--- src/hw/rtl/tun_ram.sv ---
// Generic single-write, single-read RAM with registered read data.
`default_nettype none
module tun_ram #(
    parameter int WIDTH = 8,
    parameter int DEPTH = 16
) (
    input  wire logic                     clk,
    input  wire logic                     we,
    input  wire logic [$clog2(DEPTH)-1:0] waddr,
    input  wire logic [WIDTH-1:0]         wdata,
    input  wire logic [$clog2(DEPTH)-1:0] raddr,
    output logic      [WIDTH-1:0]         rdata
);
    logic [WIDTH-1:0] mem [DEPTH];

    always_ff @(posedge clk)
    begin
        if (we)
        begin
            mem[waddr] <= wdata;
        end
        rdata <= mem[raddr];
    end
endmodule
`default_nettype wire

--- config.mk ---
export PLATFORM = sky130hd
export DESIGN_NAME = tun_ram
export DESIGN_NICKNAME = d
export VERILOG_FILES = /design/src/hw/rtl/tun_ram.sv
export SDC_FILE = /design/constraint.sdc
export NUM_CORES = 1
export LEC_CHECK = 0
export BUFFER_PORTS_ARGS = -buffer_cell sky130_fd_sc_hd__buf_4
export CAP_MARGIN = 20
export CELL_PAD_IN_SITES_DETAIL_PLACEMENT = 0
export CELL_PAD_IN_SITES_GLOBAL_PLACEMENT = 2
export CORE_MARGIN = 4
export CORE_UTILIZATION = 43
export DETAILED_ROUTE_END_ITERATION = 16
export PLACE_DENSITY = 0.74
export SETUP_SLACK_MARGIN = 0.1
export SLEW_MARGIN = 30
export SYNTH_ARGS = -nofsm -noshare
export SYNTH_HDL_FRONTEND = slang
export SYNTH_SLANG_ARGS = --single-unit
export TNS_END_PERCENT = 50
--- constraint.sdc ---
create_clock -name clk -period 1.9 [get_ports clk]
set_input_delay 0.38 -clock clk [delete_from_list [all_inputs] [get_ports clk]]
set_output_delay 0.38 -clock clk [all_outputs]
set_load 0.05 [all_outputs]
==> results_dict.tcl <==
set metrics [dict create \
    clockRootBuffer "clkbuf_16" \
    post_cts_resize_count 0 \
    critical_path.max_fanout 1 \
    clkTransAtPathRegs_ns 0.06 \
    final_cell_area_mm2 0.006210 \
    clockBufferDepth 2 \
    reg2reg_slack_ns 0.53 \
    start_util_pct 44.51 \
    critPathRequiredTime_ns 1.52 \
    min_to "mem[0][5]" \
    setup_viol 0 \
    crit_path_top_delay_cell "dfxtp_1" \
    cts_setup_buffers 0 \
    synth_top_family_by_area "multiplexers" \
    synth_xor_area_share_pct 0 \
    cts_hold_buf 0 \
    nNetsFinal 303 \
    place.gp.congestion 0.7147 \
    grt_max_degree 21 \
    fin_skew_ns 0.005550 \
    pin_count 26 \
    yosys_warnings 0 \
    slew_violations 0 \
    synthSimpleGateAreaFrac_pct 3.184 \
    period_needed_ns 1.394 \
    endpoint_kind "primary output" \
    wl_um 9828 \
    gr-usage-met1_pct 19.72 \
    crit_chain "buf_4" \
    n_antenna_cell 0 \
    antenna_found_initial 0 \
    drive_above_1_share_pct 32.21 \
    tns_ns 0 \
    arrival_ns 1.01 \
    first_global_vias 2495 \
    row_count 39 \
    synth_cell_types 19 \
    syn_inst 229 \
    drc 0 \
    chipHeight_um 117.4 \
    drt_iter0_markers 168 \
    worst_pin_slew_ns 0.7685 \
    hold_path.class "input port to flop" \
    die_w_um 117.4 \
    firstDrtPassIters 4 \
    port-buffer-count 25 \
    max_cap_viol_count 0 \
    clk_latency_ns 0.41 \
    p_per_area_mw_per_mm2 1124 \
    ys_seq_elements 136 \
    wl_per_cell_um 22.29 \
    critPathBufInv 1 \
    vias_per_cell 5.385 \
    grt.total_usage_pct 15.11 \
    rsz0062_at_grt "false" \
    use_met2_pct 24.46 \
    synth-compound-area-share_pct 2.333 \
    top_usage_layer "met2" \
    holdCritStartpoint "wdata[5]" \
    p_leak_uw 0.002121 \
    rr_startpoint "mem[11][6]" \
    grt_first_pass_wirelength_um 15010 \
    cts_max_level 4 \
    reg2reg_to "rdata[6]" \
    die_area_mm2 0.01379 \
    crit_type "flop to primary output" \
    cts_tree "built" \
    cts_sinks 136 \
    cp_slowest_stage_delay_ns 0.38 \
    synthAdderAreaFrac_pct 0 \
    ff2ff_path_depth 3 \
    vias 2375 \
    drtAntennaViolNets 0 \
    place_hpwl_um 6230 \
    core-area_mm2 0.01156 \
    synth-seq-area-share_pct 77.78 \
    hold_violations 0 \
    finish.utilization_pct 53.69 \
    status "completed" \
    grt_util_met3_pct 4.524 \
    numCtsBuffers 17 \
    muxShareOfSynthArea_pct 15.02 \
    avgSynthCellArea_um2 22.48 \
    synth_area_mm2 0.005147 \
    hold_depth 1 \
    ir_worst_vdd_v 0.0005727 \
    fmax_mhz 717.6 \
    post-route-period-util_pct 73.34 \
    cp_top_family "flip-flops" \
    placed_area_mm2 0.005623 \
    areaGrowthSynthToFinish_pct 20.64 \
    cp-start-kind "flop" \
    overflow 0 \
    synth_nets 247 \
    slew_headroom_pct 48.58 \
]
worst register-to-register path, stage by stage (launching register included):
cell and delay, ns:
edfxtp_1 0.35, mux4_2 0.47, a22oi_1 0.33, nand2_1 0.09
layout make-up:
class | instances | area (um2)
flip-flops and latches | 136 | 4004
clock inverters | 14 | 157.7
repair buffers | 47 | 377.9
fillers | 879 | 5355
clock buffers | 18 | 429.2
multi-input cells | 83 | 1062
well taps | 143 | 178.9
cell usage after synthesis:
master           number  area, um2
clkdlybuf4s25_2       3      30.03
nand3_1               1      5.000
buf_6                 3      33.78
dfxtp_1               8      160.2
or3b_2                1      8.760
nand3b_1              2      15.01
mux4_1               14      367.9
edfxtp_1            128       3844
nand2_1               9      33.78
mux4_2               18      405.4
buf_4                 1      7.510
nand2b_1              2      12.51
and2b_1               1      7.510
buf_2                 3      15.01
nor2b_1               1      6.260
nor3_1                4      20.02
and2_1                1      6.260
a22oi_1              16      120.1
nor2_1               13      48.80
power breakdown:
| group | switching [uW] | internal, uW |
|---|---|---|
| registers | 21.8 | 3350 |
| logic | 239 | 162 |
| clock network | 1160 | 2040 |
| total | 1420 | 5560 |
flip-flops by register name, indices dropped and copies added, names as in the netlist:
register	cells
mem	128
rdata	8
stage by stage:
step | worst slack (ns) | power (uW) | hold slack, ns | instances
final | 0.5065 | 6981 | 0.2723 | 441
after global placement | 0.1376 | 3842 | 0.6569 | 409
after floorplan | 0.2539 | 3672 | 0.4789 | 229
after global routing | 0.4618 | 7223 | 0.2719 | 441
after CTS | 0.4785 | 7025 | 0.2688 | 441
after detailed placement | 0.1253 | 3848 | 0.6627 | 409
worst max path at each step:
stage	startpoint	slack, ns	end	cells after the start
floorplan	waddr[2]	0.25	mem[3][0]	2
global placement	raddr[0]	0.14	rdata[4]	5
detailed placement	raddr[0]	0.13	rdata[4]	5
CTS	rdata[0]	0.48	rdata[0]	1
global route	raddr[0]	0.46	rdata[4]	5
finish	rdata[0]	0.51	rdata[0]	1
logic make-up (layout without fill, tap and decap cells):
kind of cell	count (synthesis)	after routing
AND/OR/NAND/NOR	35	35
flip-flops	136	136
multiplexers	32	32
buffers and inverters	10	79
AO/OA/AOI/OAI	16	16
layer usage:
metal  up-vias  share of wire, %
li1       1084                 -
met1      1211                42
met2        76                51
met3         4               6.1
met4         0              0.72
met5         -                 0
placed cells by master (no fill, tap or decap), drive strengths merged:
cell      netlist  layout
nand2b          2       2
clkinv          0       8
nand3b          2       2
nor2           13      13
bufinv          0       3
and2b           1       1
clkbuf          0      18
or3b            1       1
mux4           32      32
buf             7      47
dfxtp           8       8
nor3            4       4
nor2b           1       1
clkinvlp        0       3
nand2           9       9
a22oi          16      16
and2            1       1
nand3           1       1
edfxtp        128     128
Power figures use the tool's default switching activity.
