===== src/hw/rtl/tun_pkg.sv =====
// Shared widths, opcodes and types of the triangle unit normal block.
`default_nettype none
package tun_pkg;
    localparam int COORD_W  = 20;
    localparam int IDX_W    = 10;
    localparam int NORM_W   = 16;
    localparam int DIFF_W   = COORD_W + 1;
    localparam int PROD_W   = 2 * DIFF_W;
    localparam int POS_W    = 6;
    localparam int MAG_W    = 31;
    localparam int SQ_W     = 2 * MAG_W;
    localparam int SUM_W    = 64;
    localparam int ROOT_W   = 32;
    localparam int REM_W    = ROOT_W + 2;
    localparam int QUO_W    = 16;
    localparam int DIV_W    = ROOT_W + 1;
    localparam int VERTEX_DEPTH_DEF = 1024;
    localparam logic OP_LOAD = 1'b0;
    localparam logic OP_TRI  = 1'b1;

    typedef struct packed {
        logic signed [COORD_W-1:0] z;
        logic signed [COORD_W-1:0] y;
        logic signed [COORD_W-1:0] x;
    } vertex_t;

    typedef struct packed {
        logic       zero;
        logic [2:0] sgn;
    } tri_side_t;
endpackage
`default_nettype wire


===== src/hw/rtl/tun_div_cell.sv =====
// One quotient bit of the pipelined restoring divider.
`default_nettype none
module tun_div_cell import tun_pkg::*; (
    input  wire logic             clk,
    input  wire logic [DIV_W-1:0] in_rem,
    input  wire logic [DIV_W-1:0] in_d,
    input  wire logic [QUO_W-1:0] in_low,
    input  wire logic [QUO_W-1:0] in_q,
    output logic      [DIV_W-1:0] out_rem,
    output logic      [DIV_W-1:0] out_d,
    output logic      [QUO_W-1:0] out_low,
    output logic      [QUO_W-1:0] out_q
);
    logic [DIV_W:0] sh;
    logic           ge;
    logic [DIV_W:0] rem_d;

    always_comb
    begin
        sh    = {in_rem, in_low[QUO_W-1]};
        ge    = sh >= {1'b0, in_d};
        rem_d = ge ? sh - {1'b0, in_d} : sh;
    end

    always_ff @(posedge clk)
    begin
        out_rem <= rem_d[DIV_W-1:0];
        out_d   <= in_d;
        out_low <= {in_low[QUO_W-2:0], 1'b0};
        out_q   <= {in_q[QUO_W-2:0], ge};
    end
endmodule
`default_nettype wire


===== config.mk =====
export PLATFORM = sky130hd
export DESIGN_NAME = tun_div_cell
export DESIGN_NICKNAME = d
export VERILOG_FILES = /design/src/hw/rtl/tun_pkg.sv /design/src/hw/rtl/tun_div_cell.sv
export SDC_FILE = /design/constraint.sdc
export NUM_CORES = 1
export LEC_CHECK = 0
export BUFFER_PORTS_ARGS = -buffer_cell sky130_fd_sc_hd__buf_2
export CELL_PAD_IN_SITES_DETAIL_PLACEMENT = 1
export CELL_PAD_IN_SITES_GLOBAL_PLACEMENT = 1
export CORE_ASPECT_RATIO = 0.6
export CORE_MARGIN = 2
export CORE_UTILIZATION = 36
export CTS_BUF_LIST = sky130_fd_sc_hd__clkbuf_8
export CTS_CLUSTER_DIAMETER = 80
export CTS_CLUSTER_SIZE = 8
export DETAILED_ROUTE_END_ITERATION = 8
export PLACE_DENSITY_LB_ADDON = 0.1
export SETUP_SLACK_MARGIN = 0.15
export SLEW_MARGIN = 20
export SYNTH_ARGS = -nofsm -noshare
export SYNTH_HDL_FRONTEND = slang
export SYNTH_SLANG_ARGS = --single-unit
export TNS_END_PERCENT = 20

===== constraint.sdc =====
create_clock -name clk -period 2.94 [get_ports clk]
set_input_delay 0.294 -clock clk [delete_from_list [all_inputs] [get_ports clk]]
set_output_delay 0.294 -clock clk [all_outputs]
set_load 0.02 [all_outputs]

==> flow_summary.ini <==
[power]
seq_power_share = 0.437
internal_power_mw = 2.20
p_total_mw = 3.41
clockPowerShare = 0.253
p_comb_frac = 0.310
power.density_nw_per_um2 = 575
swShare = 0.355
cellLeakagePower_nw = 2.93
irDropWorstVdd_v = 0.000198
switchingPower_mw = 1.21

[floorplanning]
start_util = 0.370
io_pins = 197
placementRows = 31
die_y_um = 90.4
die-area_um2 = 13400
dieWidth_um = 148
coreArea_um2 = 12100

[placement]
post-place-ws_ns = 0.00124
io_buffers = 194
place_congestion = 0.839
post_dp_cell_area_um2 = 5610
hpwl_um = 10900

[route]
vias = 4130
route.detailed.drc = 0
vias_per_cell = 4.89
ant_nets = 0
wl_per_cell_um = 15.8
drtPass1Iterations = 4
drt_first_iter_violations = 124
routed_wl_um = 13400

[clocking]
cts_root_buf = clkbuf_8
cts_tree = done
clock_sinks = 97
cts_resized = 0
clk_pin_slew_ns = 0.11
h-tree-depth = 3
clk_path_buf_depth = 2
numCtsBuffers = 9

[grt]
use_met1 = 0.270
grt_pass1_vias = 4244
grtUsageMet3 = 0.0551
grt_pass1_wl_um = 21000
grt_usage = 0.195
grt_antenna_before_repair = 0
grt_max_degree = 32
overflow = 0
busiest_layer = met2
grt_util_met2 = 0.302

[cells_and_area]
layout_commonest_cell = buf_2
n_antenna_cell = 0
final_area_um2 = 5930
layout-area-overhead-vs-synth_pct = 32.3
final_util = 0.490
final_cell_mix = buf_2 (194), dfxtp_1 (97), inv_1 (44), nand2_1 (42), ha_1 (33)
finalNetCount = 808
drive_gt1_frac = 0.393

[setup_path]
cp-start-kind = input pin
crit_required_ns = 3.25
critPathKind = in -> reg
cp-end-kind = flop
crit_fanout = 4
arrival_ns = 2.91

[min_path]
min-delay-start = in_low[6]
min_to = out_low[7]$_DFF_P_
hp-class = in -> reg
hold_depth = 1

[sta]
period_needed_ns = 2.60
finalSetupViolCount = 0
max_slew_margin = 0.666
period_share = 0.886
worst_slew_pin_slew_ns = 0.495
setup-tns-final_ns = 0
hold_violations = 0
slew_viol_final = 0
max_freq_mhz = 384
rsz0062_at_grt = no
fin_ws_ns = 0.335

[synthesis]
async_flop_share = 0
syn_nets = 598
ys.flop_type = dfxtp_1
synth-edff-count = 0
yosysUniqueCellTypes = 61
synth_cells = 465
ys_ff_latch = 97
ys_warn_count = 0
syn-cell-area_um2 = 4480
yosysSeqAreaShare = 0.433
synth.avg_cell_area_um2 = 9.64

[run_status]
status = finished, final reports clean

[flow_run]
cap_viol_max_count = 0
[sequential cells by signal, indices dropped and copies added (netlist names)]
signal,count
out_rem,33
out_low,15
out_d,33
out_q,16
[critical path, cell delays in order]
cell and delay, ns:
buf_2 0.11, inv_1 0.05, ha_1 0.16, inv_1 0.06
fa_1 0.39, a21o_1 0.23, a221oi_2 0.22, buf_4 0.18
o211a_1 0.18, o21ai_2 0.08, a211oi_2 0.47, o31ai_1 0.20
xnor2_1 0.16, o21ai_1 0.14
[per-stage QoR]
step                instances  hold slack, ns
finish                    845          0.0182
global route              845        -0.00238
CTS                       837        0.000154
detailed placement        817           0.398
global placement          817           0.397
floorplan                 465           0.322
[power groups by stage]
stage | Combinational [mW] | Sequential, mW | Clock (mW)
detailed placement | 1.04 | 1.52 | 0
floorplan | 0.499 | 1.71 | 0
CTS | 1.05 | 1.49 | 0.896
global route | 1.15 | 1.50 | 0.953
global placement | 1.01 | 1.52 | 0
finish | 1.06 | 1.49 | 0.862
[how the worst max path moves through the flow]
stage / startpoint / end / slack (ns)
2_1_floorplan: in_low[15] / out_rem[1]$_DFF_P_ / 0.35
3_3_place_gp: in_low[15] / out_rem[28]$_DFF_P_ / 0.08
3_5_place_dp: in_low[15] / out_rem[28]$_DFF_P_ / 0.001
4_1_cts: in_low[15] / out_rem[28]$_DFF_P_ / 0.39
5_1_grt: in_low[15] / out_rem[32]$_DFF_P_ / 0.19
6_report: in_low[15] / out_rem[28]$_DFF_P_ / 0.34
[what timing repair did]
action                    4_1_cts  5_1_grt
hold endpoints to repair        4        8
setup buffers                   0        0
hold buffers                    4        8
[cells by family (layout without fill, tap and decap cells)]
kind of cell	count (synthesis)	count (layout)	share of synthesized area
other	1	1	0.000837
buffers and inverters	63	278	0.0718
multiplexers	1	1	0.00335
flip-flops	97	97	0.433
AO/OA/AOI/OAI	136	136	0.224
XOR/XNOR	28	28	0.0547
adder cells (fa/ha/maj)	34	34	0.0966
AND/OR/NAND/NOR	105	105	0.116
[cells in the mapped netlist (5+ instances only)]
| library cell | number | share of area |
|---|---|---|
| ha_1 | 33 | 0.092 |
| nand2_2 | 10 | 0.014 |
| buf_2 | 6 | 0.0067 |
| o21bai_1 | 6 | 0.010 |
| nand4_1 | 5 | 0.0070 |
| nand3_1 | 6 | 0.0067 |
| a21oi_1 | 32 | 0.036 |
| o21ai_0 | 14 | 0.016 |
| a21o_1 | 12 | 0.020 |
| xor2_1 | 13 | 0.025 |
| nand2_1 | 42 | 0.035 |
| o21ai_2 | 20 | 0.039 |
| inv_1 | 44 | 0.037 |
| and3_1 | 7 | 0.0098 |
| buf_6 | 5 | 0.013 |
| nor2_1 | 14 | 0.012 |
| dfxtp_1 | 97 | 0.43 |
| o21ai_1 | 13 | 0.015 |
| xnor2_1 | 15 | 0.029 |
[final cells by class]
| cell class | count | area (um2) |
|---|---|---|
| fill | 1488 | 6170 |
| multi-input combinational | 305 | 2220 |
| sequential | 97 | 1940 |
| timing repair buffer | 217 | 1200 |
| tap | 165 | 206 |
| inverter | 45 | 169 |
| clock buffer | 9 | 124 |
| clock inverter | 7 | 72.6 |
[metal layers]
metal / share of wire / wire length [um] / up-vias
met5: 0 / 0 / -
met4: 0.011 / 141 / 0
met3: 0.074 / 993 / 16
met2: 0.43 / 5760 / 140
met1: 0.48 / 6460 / 1942
li1: - / - / 2032
Note: power is estimated with default switching activity, not from simulation.
