===== src/hw/rtl/tun_pkg.sv =====
// Shared widths, opcodes and types of the triangle unit normal block.
`default_nettype none
package tun_pkg;
    localparam int COORD_W  = 20;
    localparam int IDX_W    = 10;
    localparam int NORM_W   = 16;
    localparam int DIFF_W   = COORD_W + 1;
    localparam int PROD_W   = 2 * DIFF_W;
    localparam int POS_W    = 6;
    localparam int MAG_W    = 31;
    localparam int SQ_W     = 2 * MAG_W;
    localparam int SUM_W    = 64;
    localparam int ROOT_W   = 32;
    localparam int REM_W    = ROOT_W + 2;
    localparam int QUO_W    = 16;
    localparam int DIV_W    = ROOT_W + 1;
    localparam int VERTEX_DEPTH_DEF = 1024;
    localparam logic OP_LOAD = 1'b0;
    localparam logic OP_TRI  = 1'b1;

    typedef struct packed {
        logic signed [COORD_W-1:0] z;
        logic signed [COORD_W-1:0] y;
        logic signed [COORD_W-1:0] x;
    } vertex_t;

    typedef struct packed {
        logic       zero;
        logic [2:0] sgn;
    } tri_side_t;
endpackage
`default_nettype wire


===== src/hw/rtl/tun_sqrt_cell.sv =====
// One root bit of the pipelined integer square root.
`default_nettype none
module tun_sqrt_cell import tun_pkg::*; #(
    parameter int SIDE_W = 1
) (
    input  wire logic              clk,
    input  wire logic              rst_n,
    input  wire logic              in_valid,
    input  wire logic [REM_W-1:0]  in_rem,
    input  wire logic [ROOT_W-1:0] in_root,
    input  wire logic [SUM_W-1:0]  in_s,
    input  wire logic [SIDE_W-1:0] in_side,
    output logic                   out_valid,
    output logic      [REM_W-1:0]  out_rem,
    output logic      [ROOT_W-1:0] out_root,
    output logic      [SUM_W-1:0]  out_s,
    output logic      [SIDE_W-1:0] out_side
);
    logic [REM_W+1:0] rem_sh;
    logic [REM_W+1:0] trial;
    logic             ge;
    logic [REM_W+1:0] rem_d;

    always_comb
    begin
        rem_sh = {in_rem, in_s[SUM_W-1 -: 2]};
        trial  = (REM_W+2)'({in_root, 2'b01});
        ge     = rem_sh >= trial;
        rem_d  = ge ? rem_sh - trial : rem_sh;
    end

    always_ff @(posedge clk or negedge rst_n)
    begin
        if (!rst_n)
        begin
            out_valid <= 1'b0;
        end
        else
        begin
            out_valid <= in_valid;
        end
    end

    always_ff @(posedge clk)
    begin
        out_rem  <= rem_d[REM_W-1:0];
        out_root <= {in_root[ROOT_W-2:0], ge};
        out_s    <= {in_s[SUM_W-3:0], 2'b00};
        out_side <= in_side;
    end
endmodule
`default_nettype wire


===== config.mk =====
export PLATFORM = sky130hd
export DESIGN_NAME = tun_sqrt_cell
export DESIGN_NICKNAME = d
export VERILOG_FILES = /design/src/hw/rtl/tun_pkg.sv /design/src/hw/rtl/tun_sqrt_cell.sv
export SDC_FILE = /design/constraint.sdc
export NUM_CORES = 1
export LEC_CHECK = 0
export BUFFER_PORTS_ARGS = -buffer_cell sky130_fd_sc_hd__buf_2
export CORE_ASPECT_RATIO = 1.25
export CORE_MARGIN = 5
export CORE_UTILIZATION = 30
export DETAILED_ROUTE_END_ITERATION = 7
export HOLD_SLACK_MARGIN = 0.15
export PLACE_DENSITY_LB_ADDON = 0.1
export SKIP_LAST_GASP = 1
export SLEW_MARGIN = 20
export SYNTH_ARGS = -nofsm -noshare
export SYNTH_HDL_FRONTEND = slang
export SYNTH_SLANG_ARGS = --single-unit
export TNS_END_PERCENT = 10

===== constraint.sdc =====
create_clock -name clk -period 0.8 [get_ports clk]
set_clock_uncertainty 0.15 [all_clocks]
set_input_delay 0.04 -clock clk [delete_from_list [all_inputs] [get_ports clk]]
set_output_delay 0.04 -clock clk [all_outputs]
set_load 0.1 [all_outputs]

==> impl_metrics.json <==
{
  "whs_ps": -434,
  "hpwl_um": 15400,
  "slew_violations": 0,
  "use_met3_pct": 5.56,
  "yosysWarnings": 0,
  "setup_slack_ps": -1180,
  "run_status": "finished with violations",
  "grt_max_degree": 33,
  "yosys.cell_types.count": 63,
  "critPathRequiredTime_ps": 990,
  "die-area_um2": 19600,
  "nets": 1186,
  "crit_arrival_ps": 2170,
  "die_h_um": 155,
  "routabilityCongestion": 0.868,
  "syn2layout_area_growth_pct": 134,
  "violations": "hold timing, setup timing",
  "cts_inserted_buffers": 17,
  "port_buffers": 263,
  "synth_async_sr_flop_share_pct": 0.769,
  "ys_ff_latch": 130,
  "start_kind": "primary input",
  "initial_utilization_pct": 30.4,
  "vias": 5632,
  "first_pass_iters": 4,
  "final.min_clock_period_ps": 1980,
  "cts_tree": "done",
  "yosys.area.top_type": "dfxtp_1",
  "postRouteAntennaNets": 0,
  "num_io_pins": 266,
  "yosysSeqAreaShare_pct": 51.3,
  "drt_iter0_markers": 233,
  "drc": 0,
  "grt_pass1_vias": 6070,
  "core-area_um2": 16700,
  "netlist.area_leader.share_pct": 50.8,
  "synth.most_common_cell": "dfxtp_1",
  "max_freq_ghz": 0.504,
  "leakage_nw": 5.52,
  "syn_avg_cell_area_um2": 9.98,
  "cp-end-kind": "flop",
  "finalSetupTns_ps": -84910,
  "grt_setup_unrepaired": "true",
  "routedWlPerCell_um": 16.6,
  "max_cap_viol_count": 0,
  "clockBufferDepth": 2,
  "use_met1_pct": 21.2,
  "htreeDepth": 4,
  "min_period_over_period_pct": 248,
  "synthCells": 509,
  "syn_area_um2": 5080,
  "synthTopCellsByArea": "dfxtp_1 (51%), ha_1 (8.4%), nand2_1 (4.3%)",
  "routed_wl_um": 20800,
  "grt_usage_pct": 20.4,
  "antennaDiodeCount": 0,
  "grt_use_met2_pct": 39.5,
  "hold_viol_final": 31,
  "grt_overflow": 0,
  "drive_gt1_share_pct": 51.0,
  "synth_enable_flop_cells": 0,
  "cts_sinks": 130,
  "grt_pass1_wl_um": 31500,
  "hold_path.class": "in2reg",
  "grt-busiest-layer": "met2",
  "power_density_nw_per_um2": 2290,
  "setup_viol": 165,
  "ys.flop_type": "dfxtp_1",
  "viasPerCell": 4.50,
  "cts-root-buf": "clkbuf_16",
  "crit_type": "in2reg",
  "placementRows": 53,
  "final_core_util_pct": 71.0,
  "synth_commonest_cells": "dfxtp_1 (129), nand2_1 (58), inv_1 (42)",
  "antenna_found_initial": 0,
  "clkTransAtPathRegs_ps": 60,
  "final_cell_area_um2": 11900,
  "slew_headroom_pct": 66.7,
  "finalPower_mw": 27.1,
  "postPlaceCellArea_um2": 9640,
  "die_w_um": 126,
  "fillers": 1224,
  "tightest_slew_ps": 496,
  "critPathMaxFanout": 16,
  "peakVddDrop_mv": 1.48
}
[final timing paths]
check	from	endpoint	slack [ps]	depth (start not counted)
max	in_root[14]	out_rem[31]	-1180	11
min	in_root[2]	out_root[3]	-430	1
max in group asynchronous	rst_n	out_valid	60	3
min in group asynchronous	rst_n	out_valid	330	3
[worst max-delay path: stages]
cell	delay [ps]
buf_2	90
inv_1	40
ha_2	390
buf_4	130
and4_1	180
nand3_2	130
o311ai_4	350
a211oi_4	90
o21a_4	290
clkbuf_16	190
o31ai_2	230
[stage by stage]
| step | worst slack (ps) | std cells |
|---|---|---|
| after CTS | -1150 | 1228 |
| after detailed placement | -1740 | 1096 |
| after global routing | -1240 | 1251 |
| final | -1180 | 1251 |
| after global placement | -1740 | 1096 |
| after floorplan | -1350 | 510 |
[state kept, by name, summed over array words and instances, names as in the netlist]
name / flops
out_rem: 34
out_root: 32
out_s: 62
out_side: 1
out_valid: 1
[logic make-up (layout without fill, tap and decap cells)]
| family | Yosys count | after routing | share of synthesized area, % |
|---|---|---|---|
| compound gates | 133 | 134 | 18.4 |
| flops | 130 | 130 | 51.3 |
| simple gates | 120 | 120 | 11.0 |
| buf+inv | 59 | 579 | 5.07 |
| fa+ha+maj | 34 | 34 | 8.38 |
| xor+xnor | 27 | 27 | 4.66 |
| mux | 5 | 5 | 1.08 |
| other cells | 1 | 2 | 0.0738 |
[power by group]
| group | internal, mW | switching [mW] |
|---|---|---|
| clock network | 4.43 | 3.35 |
| registers | 7.13 | 0.550 |
| logic | 4.76 | 6.90 |
[area by class of cell]
type                    count  area [um2]  share of cell area (%)
well taps                 220         275                    2.32
clock buffers              17         425                    3.58
flip-flops and latches    130        2610                    22.0
multi-input cells         322        2720                    22.9
inverters                  43         194                    1.63
repair buffers            504        5480                    46.2
clock inverters            15         166                    1.40
[repair_timing]
action | CTS | global route
gates cloned | 1 | 2
hold endpoints to repair | 131 | 118
pin swaps | 31 | 14
setup buffers | 11 | 8
hold buffers | 89 | 14
setup endpoints to repair | 165 | 165
resized for setup | 74 | 27
[placed cells by master, fill, tap and decap left out, types with 3 or more instances in the layout]
cell type      synthesis  final
buf_4                  2    132
inv_6                  0      5
nand3_1                6      4
buf_12                 0    132
clkbuf_16              0     18
nand2b_1               5      5
nor2_2                 0      3
buf_6                  1     16
nand2_2                0      5
nor3_1                10      7
inv_1                 42     32
inv_2                  0      7
nand2_1               58     51
clkinvlp_4             0      3
dlygate4sd3_1          0    103
o21ai_0               41     20
buf_2                  6    119
a21o_1                19     19
nor2_1                18     14
ha_1                  34     14
mux2i_1                4      4
a21oi_1               28     18
nor3_2                 0      3
dfxtp_1              129    129
and3_2                 3      3
xor2_1                13     13
o31ai_2                1      3
nand4_1                6      6
o21ai_2                1      3
a21oi_2                0      8
xnor2_1               14     14
a31oi_1                4      4
inv_8                  0      4
ha_4                   0     18
o21ai_1                4     22
[per-layer routing]
layer,wire (um),part of all wire [%]
met5,0,0
met3,1180,5.7
met2,11500,55
met4,465,2.2
met1,7620,37
Note: power is estimated with default switching activity, not from simulation.
